[src/design/assert_macros.svh]
// Assertion macros used by the nearest palette color top level.
`ifndef ASSERT_MACROS_SVH
`define ASSERT_MACROS_SVH

// Check a property on every rising clock edge while out of reset.
`define NPC_ASSERT(lbl, clk, rst_n, prop, msg) \
  lbl: assert property (@(posedge clk) disable iff (!rst_n) prop) \
    else $error(msg);

// Check that a condition is followed by a consequence in the next cycle.
`define NPC_ASSERT_NEXT(lbl, clk, rst_n, ante, cons, msg) \
  lbl: assert property (@(posedge clk) disable iff (!rst_n) (ante) |=> (cons)) \
    else $error(msg);

`endif

[src/design/npc_pkg.sv]
// Types and constants shared by the nearest palette color modules.
package npc_pkg;

  localparam int COLOR_W = 8;
  localparam int IDX_W   = 8;
  localparam int SQ_W    = 2 * COLOR_W;
  // Largest distance is 3*255*255, which fits below 2**18.
  localparam int DIST_W  = 18;
  localparam logic [DIST_W-1:0] DIST_START = 18'(256 * 256 * 3);

  localparam logic OP_LOAD    = 1'b0;
  localparam logic OP_CONVERT = 1'b1;

  typedef enum logic [2:0] {
    ST_IDLE,
    ST_SCAN,
    ST_WAIT,
    ST_DRAIN,
    ST_RESP
  } state_e;

  typedef struct packed {
    logic init;  // latch pixel, clear best match and scan counter
    logic wr;    // write one palette entry
    logic rd;    // read the next palette entry
  } dp_cmd_t;

  typedef struct packed {
    logic last;  // scan counter points at the final entry
  } dp_status_t;

endpackage

[src/design/npc_ctrl.sv]
// Sequencer for load and convert commands.
module npc_ctrl (
  input  logic                clk_i,
  input  logic                rst_ni,
  input  logic                start_i,
  input  logic                opcode_i,
  input  npc_pkg::dp_status_t status_i,
  output npc_pkg::dp_cmd_t    cmd_o,
  output logic                busy_o,
  output logic                done_o
);

  npc_pkg::state_e state_q, state_d;

  always_ff @(posedge clk_i or negedge rst_ni) begin
    if (!rst_ni) begin
      state_q <= npc_pkg::ST_IDLE;
    end else begin
      state_q <= state_d;
    end
  end

  always_comb begin
    state_d = state_q;
    cmd_o   = '0;
    busy_o  = 1'b1;
    done_o  = 1'b0;
    case (state_q)
      npc_pkg::ST_IDLE: begin
        busy_o = 1'b0;
        if (start_i) begin
          if (opcode_i == npc_pkg::OP_CONVERT) begin
            cmd_o.init = 1'b1;
            state_d    = npc_pkg::ST_SCAN;
          end else begin
            cmd_o.wr = 1'b1;
          end
        end
      end
      npc_pkg::ST_SCAN: begin
        cmd_o.rd = 1'b1;
        if (status_i.last) begin
          state_d = npc_pkg::ST_WAIT;
        end
      end
      // let the last entry run through the read and square stages
      npc_pkg::ST_WAIT: state_d = npc_pkg::ST_DRAIN;
      npc_pkg::ST_DRAIN: state_d = npc_pkg::ST_RESP;
      npc_pkg::ST_RESP: begin
        done_o  = 1'b1;
        state_d = npc_pkg::ST_IDLE;
      end
      default: state_d = npc_pkg::ST_IDLE;
    endcase
  end

endmodule

[config.mk]
export PLATFORM = sky130hd
export DESIGN_NAME = npc_ctrl
export DESIGN_NICKNAME = d
export VERILOG_FILES = /design/src/design/assert_macros.svh /design/src/design/npc_pkg.sv /design/src/design/npc_ctrl.sv
export SDC_FILE = /design/constraint.sdc
export NUM_CORES = 1
export LEC_CHECK = 0
export BUFFER_PORTS_ARGS = -buffer_cell sky130_fd_sc_hd__buf_2
export CAP_MARGIN = 20
export CORE_AREA = 2 2 39 41
export DETAILED_ROUTE_END_ITERATION = 16
export DIE_AREA = 0 0 41 43
export GPL_TIMING_DRIVEN = 0
export PLACE_DENSITY = 0.3
export SLEW_MARGIN = 25
export SYNTH_ARGS = -nofsm -noshare
export SYNTH_HDL_FRONTEND = slang
export SYNTH_SLANG_ARGS = --single-unit
[constraint.sdc]
create_clock -name clk_i -period 1.35 [get_ports clk_i]
set_clock_uncertainty 0.2 [all_clocks]
set_input_delay 0.0675 -clock clk_i [delete_from_list [all_inputs] [get_ports clk_i]]
set_output_delay 0.0675 -clock clk_i [all_outputs]
set_load 0.005 [all_outputs]
==> results.cfg, run 1 <==
[pwr]
power_uw = 799
vdd_drop_max_uv = 819
internal_power_uw = 542
seq_power_share_pct = 20.2
power.density_nw_per_um2 = 2050
clkPwrFrac_pct = 19.8
swShare_pct = 32.1
switchingPower_uw = 257
combPwrFrac_pct = 60.0
p_leak_uw = 0.000185

[timing]
hold_violations = 0
fin_crit_ns = 1.55
setup_violations = 5
max_slew.worst_pin.slew_ns = 0.199
fin_crit_sh_pct = 115
rsz0062_at_grt = true
hold_slack_ns = 0.402
fmaxAchievable_mhz = 645
maxSlewHeadroom_pct = 86.7
finalMaxSlewViolations = 0
setup_slack_ns = -0.201

[clock_tree]
clockBufferDepth = 2
clkTransAtPathRegs_ns = 0.04
cts_buffers = 3
clock_sinks = 3
clockRootBuffer = clkbuf_4
htreeDepth = 1
clock_latency_ns = 0.23
cts_tree = built

[layout]
largest_reg_flops = 3
diodes = 0
top_register = state_q
multiInputGateArea_um2 = 111
fill_cells = 155
layout-drive-gt1-share_pct = 62.5
biggestRegsByFlops = state_q x3
nets = 46
area_delta_synth_final_pct = 124
regArea_um2 = 77.6

[critical_path]
startpoint = state_q[1]
crit_family = simple AND/OR/NAND/NOR gates
end_kind = output pin
reg2reg_slack_ns = 0.10
setup.worst_path.class = reg -> out
crit_cells = 3
path_cells = or3_4 > nor3b_2 > buf_2
critPathMaxFanout = 2
critPathBufInv = 1
critPathArrivalTime_ns = 1.28
reg2reg_to = state_q[0]
r2r_cells = 4
worst_r2r_startpoint = state_q[0]
cp_slowest_cell = dfrtp_2
crit_path_start_kind = flip-flop
required_ns = 1.08
crit_path_max_incr_delay_ns = 0.41
crit_path_end = cmd_o[1]

[drt]
wl_met3_um = 40
drt.antenna.violating_nets = 0
wl_met1_um = 303
wire_per_inst_um = 10.7
wl_met2_um = 255
routed_via_density = 3.82
dr.pass1.iters = 2
vias = 214
wirelength_um = 599
highest_layer = met3
route.detailed.drc = 0
first_iter_violations = 3

[place]
gp_congestion = 0.659
port_buffers = 9
place_ws_ns = -0.0405

[synth]
ys_top_cells_by_area = dfrtp_1 43%, nor3b_2 7.2%, or3_4 6.5%
synth.distinct_cells = 14
synth_top_area_cell = dfrtp_1
seq_area_frac_synth_pct = 43.2
syn_avg_cell_area_um2 = 10.9
synthCells = 16
synth_seq_cells = 3
yosysWarnings = 0
synth_area_um2 = 174
netlist.area_leader.share_pct = 43.2
syn_nets = 21

[global_route]
grt_usage_pct = 7.93
grt_pass1_vias = 242
antenna_found_initial = 0
grt_max_degree = 7
grt-ovfl-total = 0
grt_pass1_wl_um = 945

[hold_path]
hold_path_class = reg -> reg

[die]
die_width_um = 41
start_util_pct = 12.6
rows = 14
die_h_um = 43
dieArea_um2 = 1760
boundaryPins = 10
core-area_um2 = 1380

[run_status]
violations = setup timing
status = complete, but fails checks

[job]
drv_cap = 0
[layout make-up]
class                      instances  area share, %
multi-input combinational         13           28.6
tap                               16           5.14
timing repair buffer              20           39.5
clock buffer                       4           6.75
sequential                         3           19.9
[worst min-delay path, stage by stage, from the launching register on]
cell and delay [ns]:
dfrtp_2 0.36, buf_4 0.14, a21oi_1 0.05
[metal layers]
metal / vias to the layer above / track usage, %
li1: 107 / -
met1: 96 / 10.9
met2: 11 / 10.3
met3: 0 / 3.14
met4: 0 / 4.00
met5: - / 0
[power by group through the flow]
stage | clock network [uW] | logic, uW | registers [uW]
floorplan | 0 | 144 | 171
global placement | 0 | 217 | 191
detailed placement | 0 | 218 | 191
CTS | 164 | 361 | 159
global route | 176 | 524 | 165
finish | 158 | 479 | 161
[stage by stage]
step                cells  TNS (ns)  cell area [um^2]  utilization [%]
detailed placement     41   -0.0405               239             17.3
finish                 56    -0.812               389             28.1
global placement       41   -0.0362               239             17.3
global route           56     -1.06               389             28.1
floorplan              16         0               174                -
CTS                    53    -0.464               353             25.5
[timing repair]
action                                  CTS  global route
buffers inserted                          3             3
hold buffers                              5             0
gates resized for setup                   5             3
pin swaps                                 0             3
endpoints found under the setup margin    4             5
hold endpoints to repair                  5             0
[Yosys cell counts]
| library cell | number |
|---|---|
| and3b_2 | 1 |
| and2_1 | 1 |
| nand2_1 | 1 |
| dfrtp_1 | 3 |
| nor3b_2 | 1 |
| nand2b_1 | 1 |
| nand3b_1 | 1 |
| nor2_1 | 1 |
| or3_4 | 1 |
| and4b_1 | 1 |
| a21oi_1 | 1 |
| o21a_1 | 1 |
| nor3b_1 | 1 |
| a211oi_1 | 1 |
[placed cells by master (no fill, tap or decap), drive strengths merged]
cell	netlist	final
nor2	1	1
a211oi	1	1
and4b	1	1
nand3b	1	1
dfrtp	3	3
nor3b	2	2
or3	1	1
dlygate4sd3	0	5
nand2b	1	1
nand2	1	1
and3b	1	1
a21oi	1	1
buf	0	15
and2	1	1
clkbuf	0	4
o21a	1	1
[worst min-delay path by stage]
| stage | from | to | slack, ns | cells after the start |
|---|---|---|---|---|
| after floorplan | rst_ni | state_q[0] | -0.43 | 0 |
| after global routing | state_q[2] | state_q[1] | 0.42 | 2 |
| after detailed placement | rst_ni | state_q[0] | -0.34 | 1 |
| final | state_q[2] | state_q[1] | 0.40 | 2 |
| after CTS | state_q[2] | state_q[1] | 0.40 | 2 |
| after global placement | rst_ni | state_q[2] | -0.34 | 1 |
[cell families after synthesis]
| logic type | after synthesis | synth area share (%) |
|---|---|---|
| flops | 3 | 43.2 |
| compound gates | 3 | 11.5 |
| simple gates | 10 | 45.3 |
No activity file was read; power rests on OpenSTA's default activity.
==> inputs of run 2 (changes only) <==
--- a/config.mk
+++ b/config.mk
@@ -5,13 +5,15 @@
 export SDC_FILE = /design/constraint.sdc
 export NUM_CORES = 1
 export LEC_CHECK = 0
+export ABC_AREA = 1
 export BUFFER_PORTS_ARGS = -buffer_cell sky130_fd_sc_hd__buf_2
 export CAP_MARGIN = 20
 export CORE_AREA = 2 2 39 41
 export DETAILED_ROUTE_END_ITERATION = 16
 export DIE_AREA = 0 0 41 43
+export GPL_ROUTABILITY_DRIVEN = 0
 export GPL_TIMING_DRIVEN = 0
-export PLACE_DENSITY = 0.3
+export PLACE_DENSITY = 0.31
 export SLEW_MARGIN = 25
 export SYNTH_ARGS = -nofsm -noshare
 export SYNTH_HDL_FRONTEND = slang
==> results.cfg, run 2 <==
[critical_path]
required_ns = 1.08
end_kind = output pin
worst_r2r_startpoint = state_q[0]
crit_path_start_kind = flip-flop
setup.worst_path.class = reg -> out
critPathArrivalTime_ns = 1.13
r2r_cells = 7
reg2reg_slack_ns = 0.08
critPathMaxFanout = 4
reg2reg_to = state_q[1]

[synth]
synth-async-reset-ratio_pct = 100
yosysWarnings = 0
syn_nets = 32
syn_avg_cell_area_um2 = 7.32
synth_area_um2 = 198
synthCells = 27
synth.most_common_cell = inv_1
seq_area_frac_synth_pct = 38.0
synth.distinct_cells = 13
yosys-top-cells-count = 6 x inv_1, 5 x nand2_1, 3 x dfrtp_1, 3 x nor2_1, 2 x nand3_1
ys_top_cells_by_area = dfrtp_1 38%, inv_1 11%, nand2_1 9.5%
netlist.area_leader.share_pct = 38.0
synth_top_area_cell = dfrtp_1
ys.flop_type = dfrtp_1
synth_seq_cells = 3
synth_edf_count = 0

[drt]
wirelength_um = 488
drt.antenna.violating_nets = 0
vias = 242
wire_per_inst_um = 7.75
routed_via_density = 3.84
dr.pass1.iters = 2
first_iter_violations = 2
route.detailed.drc = 0

[clock_tree]
clkTransAtPathRegs_ns = 0.04
clock_latency_ns = 0.23
clockRootBuffer = clkbuf_4
cts_tree = built
cts_buffers = 3
clock_sinks = 3
clockBufferDepth = 2
htreeDepth = 1

[die]
rows = 14
start_util_pct = 14.3
dieArea_um2 = 1760
die_width_um = 41
boundaryPins = 10
die_h_um = 43
core-area_um2 = 1380

[pwr]
power.density_nw_per_um2 = 2140
vdd_drop_max_uv = 651
internal_power_uw = 466
clkPwrFrac_pct = 20.6
p_leak_uw = 0.000209
switchingPower_uw = 321
swShare_pct = 40.8
power_uw = 787
seq_power_share_pct = 21.8
combPwrFrac_pct = 57.6

[timing]
fmaxAchievable_mhz = 714
rsz0062_at_grt = true
maxSlewHeadroom_pct = 89.1
setup_slack_ns = -0.0512
fin_crit_ns = 1.40
max_slew.worst_pin.slew_ns = 0.163
finalSetupTns_ns = -0.0517
hold_violations = 0
finalMaxSlewViolations = 0
fin_crit_sh_pct = 104
setup_violations = 2
hold_slack_ns = 0.0336

[layout]
top_register = state_q
largest_reg_flops = 3
area_delta_synth_final_pct = 86.1
layout-drive-gt1-share_pct = 55.3
nets = 53
diodes = 0
biggestRegsByFlops = state_q x3
final_cell_mix = 9 x buf_2, 5 x inv_1, 5 x nand2_1
final_common_cell = buf_2

[run_status]
status = complete, but fails checks
violations = setup timing

[hold_path]
min_from = start_i
hold_path_class = in -> reg
min_to = state_q[0]
hold_depth = 5

[global_route]
grt_usage_pct = 7.43
antenna_found_initial = 0
grt_pass1_vias = 221
grt_max_degree = 5
grt-ovfl-total = 0
grt_pass1_wl_um = 807

[place]
port_buffers = 9
dpl.hpwl_um = 315

[job]
drv_cap = 0
-- run 2: changes by cell type after synthesis, moves of 2 or more --
| cell | delta |
|---|---|
| nand2_1 | +4 |
| nand3_1 | +2 |
| nor2_1 | +2 |
| inv_1 | +6 |
-- run 2: area by class of cell --
cell class                 count  area, um^2
timing repair buffer          16         105
inverter                       7        28.8
tap                           16        20.0
fill                         161        1020
sequential                     3        76.3
clock buffer                   4        26.3
multi-input combinational     17         111
-- run 2: timing repair --
| item | 4_1_cts | 5_1_grt |
|---|---|---|
| pin swaps | 2 | 2 |
| buffers inserted | 3 | 1 |
| setup endpoints to repair | 2 | 4 |
| hold buffers | 3 | 0 |
| gates resized for setup | 1 | 5 |
| hold endpoints to repair | 4 | 0 |
-- run 2: metrics by stage --
step | util (%) | area [um^2] | instances | worst slack [ns]
final | 26.6 | 368 | 63 | -0.0512
after global routing | 26.6 | 368 | 63 | -0.128
after CTS | 24.8 | 343 | 62 | -0.0753
after detailed placement | 19.0 | 263 | 52 | 0.110
after global placement | 19.0 | 263 | 52 | 0.127
after floorplan | - | 198 | 27 | 0.238
-- run 2: metal layers --
| metal | up-vias | global-route usage (%) | wire length [um] |
|---|---|---|---|
| met2 | 6 | 11.3 | 283 |
| met1 | 115 | 6.43 | 175 |
| li1 | 121 | - | - |
| met5 | - | 0 | 0 |
| met4 | 0 | 8.00 | 0 |
| met3 | 0 | 3.14 | 29 |
-- run 2: kinds of logic (layout without fill, tap and decap cells) --
group | Yosys count | count (layout) | share of synthesized area [%]
buffers and inverters | 7 | 27 | 13.3
flip-flops | 3 | 3 | 38.0
AND/OR/NAND/NOR | 16 | 16 | 44.3
AO/OA/AOI/OAI | 1 | 1 | 4.43
-- run 2: power by group through the flow --
stage	combinational (uW)	clock, uW	sequential [uW]
3_5_place_dp	303	0	180
2_1_floorplan	217	0	172
4_1_cts	387	165	169
5_1_grt	513	172	175
3_3_place_gp	303	0	181
6_report	454	162	171
-- run 2: worst max path at each step --
| stage | slack [ns] | from | to |
|---|---|---|---|
| 2_1_floorplan | 0.24 | state_q[0] | state_q[0] |
| 3_3_place_gp | 0.13 | state_q[0] | cmd_o[1] |
| 3_5_place_dp | 0.11 | state_q[0] | cmd_o[1] |
| 4_1_cts | -0.08 | state_q[2] | cmd_o[1] |
| 5_1_grt | -0.13 | state_q[1] | cmd_o[1] |
| 6_report | -0.05 | state_q[0] | cmd_o[1] |
-- run 2: worst max-delay path: stages, from the launching register on --
cell and delay, ns:
dfrtp_2 0.41, nor2_4 0.14, nand2_4 0.07, nor3b_2 0.15, buf_2 0.13
